$ cat config.mk
export PLATFORM = sky130hd
export DESIGN_NAME = temperature_seven_segment_scanner_core
export DESIGN_NICKNAME = d
export VERILOG_FILES = /design/src/rtl/tsss_pkg.sv /design/src/rtl/tsss_front.sv /design/src/rtl/tsss_queue.sv /design/src/rtl/tsss_back.sv /design/src/rtl/temperature_seven_segment_scanner_core.sv
export SDC_FILE = /design/constraint.sdc
export NUM_CORES = 1
export LEC_CHECK = 0
export ABC_AREA = 1
export BUFFER_PORTS_ARGS = -buffer_cell sky130_fd_sc_hd__buf_2
export CORE_ASPECT_RATIO = 0.5
export CORE_MARGIN = 2
export CORE_UTILIZATION = 30
export CTS_BUF_LIST = sky130_fd_sc_hd__clkbuf_4 sky130_fd_sc_hd__clkbuf_8 sky130_fd_sc_hd__clkbuf_16
export DETAILED_ROUTE_END_ITERATION = 10
export GPL_TIMING_DRIVEN = 0
export HOLD_SLACK_MARGIN = 0.08
export SETUP_SLACK_MARGIN = 0.4
export SLEW_MARGIN = 40
export SYNTH_ARGS = -nofsm -noshare
export SYNTH_HDL_FRONTEND = slang
export SYNTH_SLANG_ARGS = --single-unit
$ cat constraint.sdc
create_clock -name clk -period 8.5 [get_ports clk]
set_input_delay 1.7 -clock clk [delete_from_list [all_inputs] [get_ports clk]]
set_output_delay 1.7 -clock clk [all_outputs]
set_load 0.01 [all_outputs]
$ cat src/rtl/tsss_pkg.sv
package tsss_pkg;

  localparam int DIGIT_COUNT = 3;
  localparam int DEG_W = 10;
  localparam int POS_W = 2;
  localparam int MV_W = 12;
  localparam int QUEUE_DEPTH = 2;
  localparam int QPTR_W = 1;
  localparam int QCNT_W = 2;

  localparam logic ACTION_READING = 1'b0;
  localparam logic ACTION_TICK = 1'b1;

  typedef struct packed {
    logic                   action;
    logic signed [MV_W-1:0] reading_mv;
  } in_item_t;

  typedef struct packed {
    logic [2:0]       digit_select;
    logic [7:0]       segments;
    logic [DEG_W-1:0] shown_degrees;
  } out_item_t;

  typedef struct packed {
    logic [DEG_W-1:0] degrees;
    logic [POS_W-1:0] position;
  } work_t;

  function automatic logic [POS_W-1:0] significant_digits(input logic [DEG_W-1:0] value);
    logic [POS_W-1:0] count;
    count = POS_W'(1);
    if (value >= DEG_W'(10)) count = POS_W'(2);
    if (value >= DEG_W'(100)) count = POS_W'(3);
    if (count > POS_W'(DIGIT_COUNT)) count = POS_W'(DIGIT_COUNT);
    return count;
  endfunction

  function automatic logic [7:0] segment_pattern(input logic [3:0] digit);
    logic [7:0] pat;
    unique case (digit)
      4'd0: pat = 8'h03;
      4'd1: pat = 8'h9f;
      4'd2: pat = 8'h25;
      4'd3: pat = 8'h0d;
      4'd4: pat = 8'h99;
      4'd5: pat = 8'h49;
      4'd6: pat = 8'h41;
      4'd7: pat = 8'h1f;
      4'd8: pat = 8'h01;
      4'd9: pat = 8'h09;
      default: pat = 8'h03;
    endcase
    return pat;
  endfunction

  function automatic logic [7:0] segment_drive(input logic [3:0] digit);
    logic [7:0] pat;
    logic [7:0] drive;
    pat = segment_pattern(digit);
    for (int i = 0; i < 8; i++) begin
      drive[i] = ~pat[7-i];
    end
    return drive;
  endfunction

endpackage

$ cat src/rtl/tsss_front.sv
module tsss_front (
  input  logic                clk,
  input  logic                rst,
  input  logic                push,
  output logic                full,
  input  tsss_pkg::in_item_t  item,
  output logic                q_push,
  input  logic                q_full,
  output tsss_pkg::work_t     q_data
);

  logic [tsss_pkg::DEG_W-1:0] degrees;
  logic [tsss_pkg::DEG_W-1:0] degrees_next;
  logic [tsss_pkg::POS_W-1:0] position;
  logic [tsss_pkg::POS_W-1:0] position_next;
  logic [10:0]                diff;
  logic [22:0]                prod;
  logic [tsss_pkg::DEG_W-1:0] deg_conv;
  logic [tsss_pkg::POS_W:0]   step;
  logic                       accept;

  assign full = q_full;
  assign accept = push && !q_full;
  assign q_push = accept;

  always_comb begin
    diff = 11'(item.reading_mv - 12'sd495);
    prod = 23'(diff) * 23'd3277;
    if (item.reading_mv >= 12'sd495) begin
      deg_conv = tsss_pkg::DEG_W'(prod[22:15]);
    end else begin
      deg_conv = '0;
    end
    step = {1'b0, position} + 3'd1;
    if (item.action == tsss_pkg::ACTION_READING) begin
      degrees_next = deg_conv;
      position_next = '0;
    end else begin
      degrees_next = degrees;
      if (step >= {1'b0, tsss_pkg::significant_digits(degrees)}) begin
        position_next = '0;
      end else begin
        position_next = step[tsss_pkg::POS_W-1:0];
      end
    end
    q_data.degrees = degrees_next;
    q_data.position = position_next;
  end

  always_ff @(posedge clk) begin
    if (rst) begin
      degrees <= '0;
      position <= '0;
    end else if (accept) begin
      degrees <= degrees_next;
      position <= position_next;
    end
  end

endmodule

$ cat src/rtl/tsss_queue.sv
module tsss_queue (
  input  logic            clk,
  input  logic            rst,
  input  logic            push,
  output logic            full,
  input  tsss_pkg::work_t wdata,
  input  logic            pop,
  output logic            empty,
  output tsss_pkg::work_t rdata
);

  tsss_pkg::work_t             entries [tsss_pkg::QUEUE_DEPTH];
  logic [tsss_pkg::QPTR_W-1:0] wr_ptr;
  logic [tsss_pkg::QPTR_W-1:0] rd_ptr;
  logic [tsss_pkg::QCNT_W-1:0] count;
  logic                        do_push;
  logic                        do_pop;

  assign full = (count == tsss_pkg::QCNT_W'(tsss_pkg::QUEUE_DEPTH));
  assign empty = (count == '0);
  assign do_push = push && !full;
  assign do_pop = pop && !empty;
  assign rdata = entries[rd_ptr];

  always_ff @(posedge clk) begin
    if (do_push) begin
      entries[wr_ptr] <= wdata;
    end
  end

  always_ff @(posedge clk) begin
    if (rst) begin
      wr_ptr <= '0;
      rd_ptr <= '0;
      count <= '0;
    end else begin
      if (do_push) wr_ptr <= wr_ptr + 1'b1;
      if (do_pop) rd_ptr <= rd_ptr + 1'b1;
      if (do_push && !do_pop) begin
        count <= count + tsss_pkg::QCNT_W'(1);
      end else if (do_pop && !do_push) begin
        count <= count - tsss_pkg::QCNT_W'(1);
      end
    end
  end

endmodule

$ cat src/rtl/tsss_back.sv
module tsss_back (
  input  logic                clk,
  input  logic                rst,
  input  logic                q_empty,
  output logic                q_pop,
  input  tsss_pkg::work_t     q_data,
  output logic                empty,
  input  logic                pop,
  output tsss_pkg::out_item_t result
);

  logic                       valid;
  logic                       take;
  logic [17:0]                p1;
  logic [15:0]                p2;
  logic [6:0]                 q1;
  logic [3:0]                 q2;
  logic [tsss_pkg::DEG_W-1:0] units_full;
  logic [6:0]                 tens_full;
  logic [3:0]                 digit;
  logic [tsss_pkg::POS_W-1:0] pos;
  tsss_pkg::out_item_t        result_next;

  assign empty = !valid;
  assign take = !q_empty && (!valid || pop);
  assign q_pop = take;

  always_comb begin
    p1 = 18'(q_data.degrees) * 18'd205;
    p2 = 16'(q_data.degrees) * 16'd41;
    q1 = p1[17:11];
    q2 = p2[15:12];
    units_full = q_data.degrees - tsss_pkg::DEG_W'({q1, 3'b000})
                 - tsss_pkg::DEG_W'({q1, 1'b0});
    tens_full = q1 - 7'({q2, 3'b000}) - 7'({q2, 1'b0});
    pos = (q_data.position > 2'd2) ? '0 : q_data.position;
    unique case (pos)
      2'd1: digit = tens_full[3:0];
      2'd2: digit = (q2 >= 4'd10) ? q2 - 4'd10 : q2;
      default: digit = units_full[3:0];
    endcase
    result_next.digit_select = 3'b100 >> pos;
    result_next.segments = tsss_pkg::segment_drive(digit);
    result_next.shown_degrees = q_data.degrees;
  end

  always_ff @(posedge clk) begin
    if (rst) begin
      valid <= 1'b0;
    end else if (take) begin
      valid <= 1'b1;
    end else if (pop) begin
      valid <= 1'b0;
    end
  end

  always_ff @(posedge clk) begin
    if (take) begin
      result <= result_next;
    end
  end

endmodule

$ cat src/rtl/temperature_seven_segment_scanner_core.sv
// Each accepted item is written into a queue entry and then into the result register.
// Throughput: one item per cycle while the queue is not full; the front updates the
// stored value and scan position, and a two-entry queue feeds the digit decode stage.
// Reset (rst, synchronous, active high) clears the value to zero, the scan to
// the units digit, and empties both the queue and the result register.
module temperature_seven_segment_scanner_core (
  input  logic                clk,
  input  logic                rst,
  input  logic                push,
  output logic                full,
  input  tsss_pkg::in_item_t  item,
  output logic                empty,
  input  logic                pop,
  output tsss_pkg::out_item_t result
);

  logic            fq_push;
  logic            fq_full;
  tsss_pkg::work_t fq_wdata;
  logic            bq_pop;
  logic            bq_empty;
  tsss_pkg::work_t bq_rdata;

  tsss_front u_front (
    .clk    (clk),
    .rst    (rst),
    .push   (push),
    .full   (full),
    .item   (item),
    .q_push (fq_push),
    .q_full (fq_full),
    .q_data (fq_wdata)
  );

  tsss_queue u_queue (
    .clk   (clk),
    .rst   (rst),
    .push  (fq_push),
    .full  (fq_full),
    .wdata (fq_wdata),
    .pop   (bq_pop),
    .empty (bq_empty),
    .rdata (bq_rdata)
  );

  tsss_back u_back (
    .clk     (clk),
    .rst     (rst),
    .q_empty (bq_empty),
    .q_pop   (bq_pop),
    .q_data  (bq_rdata),
    .empty   (empty),
    .pop     (pop),
    .result  (result)
  );

endmodule

==> impl_results.md, run 1 <==
* Status: finished clean
* Iteration-0 DRC Markers at 225
* Simple-Gate Fraction of Synth Area at 0.199
* CP max stage delay at 0.54 ns
* Total gr overflow at 0
* DRC at 0
* Die footprint at 0.0270 sq mm
* Min-delay worst type: reg -> reg
* RSZ-0062 raised after global routing: no
* Worst path slowest cell: fa_1
* Synth top cells by count: nand2_1, inv_1, ha_1
* TritonCTS Buffers at 9
* Root Buffer: clkbuf_16
* DRT Pass-1 Iters at 4
* Fillers at 2,596
* Antenna violations before repair at 0
* DIE WIDTH at 230 um
* Post-Syn Instances at 941
* Area Overhead vs Synth at 12.5%
* Top cells by area, synth: ha_1, edfxtp_1, fa_1
* Crit path buf inv count at 4
* Hpwl dp at 13,900 um
* Clock transition at path regs at 0.05 ns
* Synth Area in XOR/XNOR at 0.0373
* Post-route met1 wirelength at 7550 um
* Max_cap viols at 0
* CP endpoint kind: flip-flop
* Met3 routed WL at 285 um
* First-pass GRT wire length at 27,700 um
* Top delay family on crit path: adder cells
* Area of the multi-input gates at 0.00522 sq mm
* Top-count cell post-synth: nand2_1
* Antenna fix cells at 0
* Worst hold slack at 0.447 ns
* Cell area after synthesis at 0.00768 sq mm
* Yosys cell types at 43
* Final period util at 0.807
* Worst-Margin Slew at 0.683 ns
* CTS tree: yes
* Worst path arrival time at 6.91 ns
* Vias per cell at 4.45
* CP most frequent cell: nand2_1
* WP data required at 8.55 ns
* CTS sink cnt at 62
* Row count at 41
* Area occupied by registers at 0.00168 sq mm
* Resized Gates After CTS at 0
* Complex-gate fraction of the synthesized area at 0.0673
* Crit path launch type: input port
* Final setup vio count at 0
* Initial core utilization at 0.305
* Wire length on met2 at 8280 um
* Routed Antenna Nets at 0
* Primary FF master, synth: edfxtp_1
* Max-slew violation count at 0
* Setup TNS at 0 ns
* Nets at 1,207
* Yosys reg bits at 62
* Main combinational cell family by area after synthesis: adder cells
* Worst-skew pair later-pin latency at 0.34 ns
* Clock skew at 0.00649 ns
* Port Buf Inserts at 38
* Area share of fa/ha/maj cells after synthesis at 0.373
* Post-CTS Hold Fix Bufs at 0
* EDFF count, synth at 44
* Mux cell area share after synthesis at 0
* Core area at 0.0252 sq mm
* Kind of critical path: in -> reg
* Die height at 117 um
* I/O pin cnt at 40
* Total track usage at 0.128
* GPL Wtd Cong at 0.854
* Share of layout cells above drive strength 1 at 0.101
* Endpoints failing hold at 0
* Crit path max fanout at 5
* Yosys top cell by area: ha_1
* CTS Buffer Depth at 2
* Vias in the first global route at 5,965
* Largest net degree at the start of global routing at 17
* Synthesized area per cell at 8.16 sq um
* Final WL at 16,300 um
* Setup bufs post-CTS at 0
* Seq/Total Area, Yosys at 0.219
* Drt wl/cell at 12.2 um
* Period minus WS final at 6.86 ns
* Synth warn at 0
* Max-slew headroom at 0.544
* Highest clock rate at 146 MHz
* Highest routed metal layer: met4
* H-tree depth at 3
* Syn_nets at 1,157
* Ys async rst share at 0
* Vias at 5,969
* Synth top area share at 0.243
## final timing paths
path,start,to,slack (ns),depth (start not counted)
max,item[0],u_queue.entries[1][7],1.64,25
min,u_queue.rd_ptr,flip-flop,0.45,1
max reg2reg,flip-flop,u_back.result[13],2.40,26
min reg2reg,u_queue.rd_ptr,flip-flop,0.45,1
## sequential cells by signal, indices dropped and copies added, names as in the netlist, named ones only
name,cells
u_back.result,20
u_back.valid,1
u_front.degrees,10
u_front.position,2
u_queue.count,2
u_queue.entries,24
u_queue.rd_ptr,1
u_queue.wr_ptr,1
## per-layer routing
layer / vias up / GRT usage
li1: 3093 / -
met1: 2791 / 0.154
met2: 70 / 0.244
met3: 15 / 0.0150
met4: 0 / 0.0340
met5: - / 0
## final cells by class
cell class	count	share of cell area
buffer	6	0.00304
clock buffer	10	0.0290
clock inverter	6	0.00580
inverter	205	0.0891
multi-input combinational	668	0.605
sequential	62	0.195
tap	344	0.0499
timing repair buffer	39	0.0238
## stage by stage
| stage | instances | instance area [sq um] | worst slack (ns) | utilization |
|---|---|---|---|---|
| final | 1340 | 8630 | 1.64 | 0.343 |
| after floorplan | 941 | 7680 | 2.08 | - |
| after CTS | 1340 | 8630 | 1.61 | 0.343 |
| after detailed placement | 1324 | 8330 | 1.24 | 0.331 |
| after global placement | 1323 | 8300 | 1.36 | 0.329 |
| after global routing | 1340 | 8630 | 1.28 | 0.343 |
## logic make-up after synthesis
group                      count (synthesis)
AOI/OAI and AO/OA                         94
xor gates and xnor gates                  28
adders and majority gates                199
buffers and inverters                    211
DFF                                       62
other                                      1
and+or+nand+nor                          346
## cell usage in the layout, fill, tap and decap left out, types with 18 or more instances in the layout
cell type    n
nand2_1    202
inv_1      200
ha_1       149
fa_1        50
nand3_1     48
edfxtp_1    44
nor2_1      42
a21oi_1     41
buf_2       38
o21ai_0     29
xor2_1      19
dfxtp_1     18
Power of run 1 is left out: the tool's default activity adds up to more than one toggle a clock period on the data nets, which glitch-free logic cannot reach.
==> inputs of run 2 (changes only) <==
==> constraint.sdc (replaced) <==
create_clock -name clk -period 6.6 [get_ports clk]
set_input_delay 1.32 -clock clk [delete_from_list [all_inputs] [get_ports clk]]
set_output_delay 1.32 -clock clk [all_outputs]
set_load 0.01 [all_outputs]
==> run 2 against run 1 <==
  * Die area unchanged
  * Clock-buffer cell count unchanged
  * First-iteration DRC count increased by 9.8%
  * Sequential share of layout area decreased by 0.34 points
  * Clock skew about the same
  * Flip-flop and latch count unchanged
  * Worst hold slack about the same
  * Register-to-register slack got worse by 1.7 ns
  * Critical endpoint is now u_queue.entries[0][9]
  * Largest cell class unchanged
==> impl_results.md, run 2 (synthesis gave the netlist of run 1 again) <==
* Final setup vio count at 0 (unchanged)
* WP data required at 6.68 ns (was 8.55 ns)
* Worst hold slack at 0.447 ns (about the same)
* Worst path slowest cell: fa_1 (unchanged)
* CP Cell Sequence: buf_2 -> ha_4 -> nand3_2 -> nand2_2 -> nand2_1 -> xor2_1 -> inv_2 -> ha_1 -> fa_1 -> inv_1 -> fa_1 -> fa_2 -> fa_1 -> inv_1 -> ha_4 -> nand2_2 -> a21oi_1 -> a211oi_2 -> nor3_1 -> nor3_1 -> nand2_1 -> xnor2_1 -> a22o_1
* Status: finished clean (unchanged)
* Share of layout cells above drive strength 1 at 0.127 (was 0.101)
* Area Overhead vs Synth at 14.5% (was 12.5%)
* CTS sink cnt at 62 (unchanged)
* Root Buffer: clkbuf_16 (unchanged)
* Worst-Margin Slew at 0.681 ns (was 0.683 ns)
* Vias per cell at 4.48 (was 4.45)
* Vias at 6,003 (was 5,969)
* Top reg by flops: u_queue.entries (unchanged)
* Die footprint at 0.0270 sq mm (unchanged)
* CP most frequent cell: fa_1 (was nand2_1)
* Worst-skew pair later-pin latency at 0.34 ns (about the same)
* Endpoints failing hold at 0 (unchanged)
* Min-delay worst type: reg -> reg (unchanged)
* Largest net degree at the start of global routing at 17 (unchanged)
* Kind of critical path: in -> reg (unchanged)
* CP max stage delay at 0.59 ns (was 0.54 ns)
* Max reg flops at 24 (unchanged)
* Max-slew headroom at 0.545 (was 0.544)
* I/O pin cnt at 40 (unchanged)
* DRC at 0 (unchanged)
* Setup slack at placement at -0.279 ns (was 1.24 ns)
* Final period util at 0.907
* CP endpoint kind: flip-flop (unchanged)
* Top delay family on crit path: adder cells (unchanged)
* H-tree depth at 3 (unchanged)
* First-pass GRT wire length at 27,800 um (was 27,700 um)
* Biggest regs: u_queue.entries (24), u_back.result (20), u_front.degrees (10) (unchanged)
* Clock transition at path regs at 0.06 ns (was 0.05 ns)
* RSZ-0062 raised after global routing: no (unchanged)
* Routed Antenna Nets at 0 (unchanged)
* Row count at 41 (unchanged)
* DRT Pass-1 Iters at 4 (unchanged)
* Antenna violations before repair at 0 (unchanged)
* Initial core utilization at 0.305 (unchanged)
* Crit path launch type: input port (unchanged)
* Crit path max fanout at 5 (unchanged)
* TritonCTS Buffers at 9 (unchanged)
* Total track usage at 0.128 (about the same)
* Antenna fix cells at 0 (unchanged)
* Max-slew violation count at 0 (unchanged)
* Clock skew at 0.00664 ns (was 0.00649 ns)
* Port Buf Inserts at 38 (unchanged)
* Drt wl/cell at 12.3 um (was 12.2 um)
* Worst path arrival time at 6.07 ns (was 6.91 ns)
* Highest clock rate at 167 MHz
* Hpwl dp at 13,900 um (unchanged)
* GPL Wtd Cong at 0.854 (unchanged)
* CTS Buffer Depth at 2 (unchanged)
* Period minus WS final at 5.99 ns
* Iteration-0 DRC Markers at 247 (was 225)
* Die height at 117 um (unchanged)
* Final WL at 16,600 um (was 16,300 um)
* Worst setup margin at 0.613 ns (was 1.64 ns)
* Max_cap viols at 0 (unchanged)
* Total gr overflow at 0 (unchanged)
* Most frequent cells in the layout: nand2_1, inv_1, ha_1 (unchanged)
* Nets at 1,208 (was 1,207)
* Core area at 0.0252 sq mm (unchanged)
* Vias in the first global route at 5,970 (was 5,965)
* Setup TNS at 0 ns (unchanged)
* Crit path buf inv count at 4 (unchanged)
* DIE WIDTH at 230 um (unchanged)
* CTS tree: yes (unchanged)
[run 2: worst paths after layout]
kind,startpoint,depth (start not counted),to,slack (ns)
worst max register to register,flip-flop,26,u_back.result[13],0.72
worst min register to register,u_queue.rd_ptr,1,flip-flop,0.45
worst min-delay path,u_queue.rd_ptr,1,flip-flop,0.45
worst max-delay path,item[1],23,u_queue.entries[0][9],0.61
[run 2: metal layers]
layer  vias to the layer above  part of all wire  global-route usage
li1                       3093                 -                   -
met3                        15             0.019              0.0150
met5                         -                 0                   0
met1                      2828              0.46               0.154
met4                         0             0.013              0.0340
met2                        67              0.51               0.245
[run 2: final cells by class]
type / count / area, sq um
Fill cell: 2584 / 16400
Inverter: 205 / 769
Clock buffer: 10 / 250
Multi-Input combinational cell: 668 / 5360
Timing Repair Buffer: 40 / 215
Tap cell: 344 / 430
Clock inverter: 6 / 50.0
Sequential cell: 62 / 1680
Buffer: 6 / 27.5
[run 2: repair_timing]
action | 4_1_cts | 5_1_grt
hold buffers | 0 | 0
cloned | 0 | 0
pin swaps | 1 | 4
resized for setup | 5 | 32
hold endpoints to repair | 0 | 0
endpoints found under the setup margin | 23 | 31
buffers inserted | 0 | 1
[run 2: per-stage QoR]
step | instances | util | area (sq um)
global route | 1341 | 0.349 | 8790
floorplan | 941 | - | 7680
CTS | 1340 | 0.344 | 8670
detailed placement | 1324 | 0.331 | 8330
finish | 1341 | 0.349 | 8790
global placement | 1323 | 0.329 | 8300
[run 2: worst register-to-register path, cell delays in order, from the launching register on]
cell	delay, ns
dfxtp_1	0.38
inv_2	0.06
clkbuf_2	0.18
or2_2	0.29
o21ai_0	0.19
inv_2	0.16
ha_1	0.34
inv_1	0.06
fa_1	0.48
fa_1	0.52
fa_1	0.55
inv_1	0.04
ha_1	0.31
nand2_1	0.10
nor3_2	0.24
nor2_1	0.09
o21ai_1	0.23
xor2_2	0.23
inv_1	0.11
ha_1	0.29
nand2_1	0.06
nand2_2	0.14
inv_2	0.08
ha_1	0.27
inv_1	0.06
nor2_1	0.05
nand3b_1	0.16
Power of run 2 is left out for the same reason.
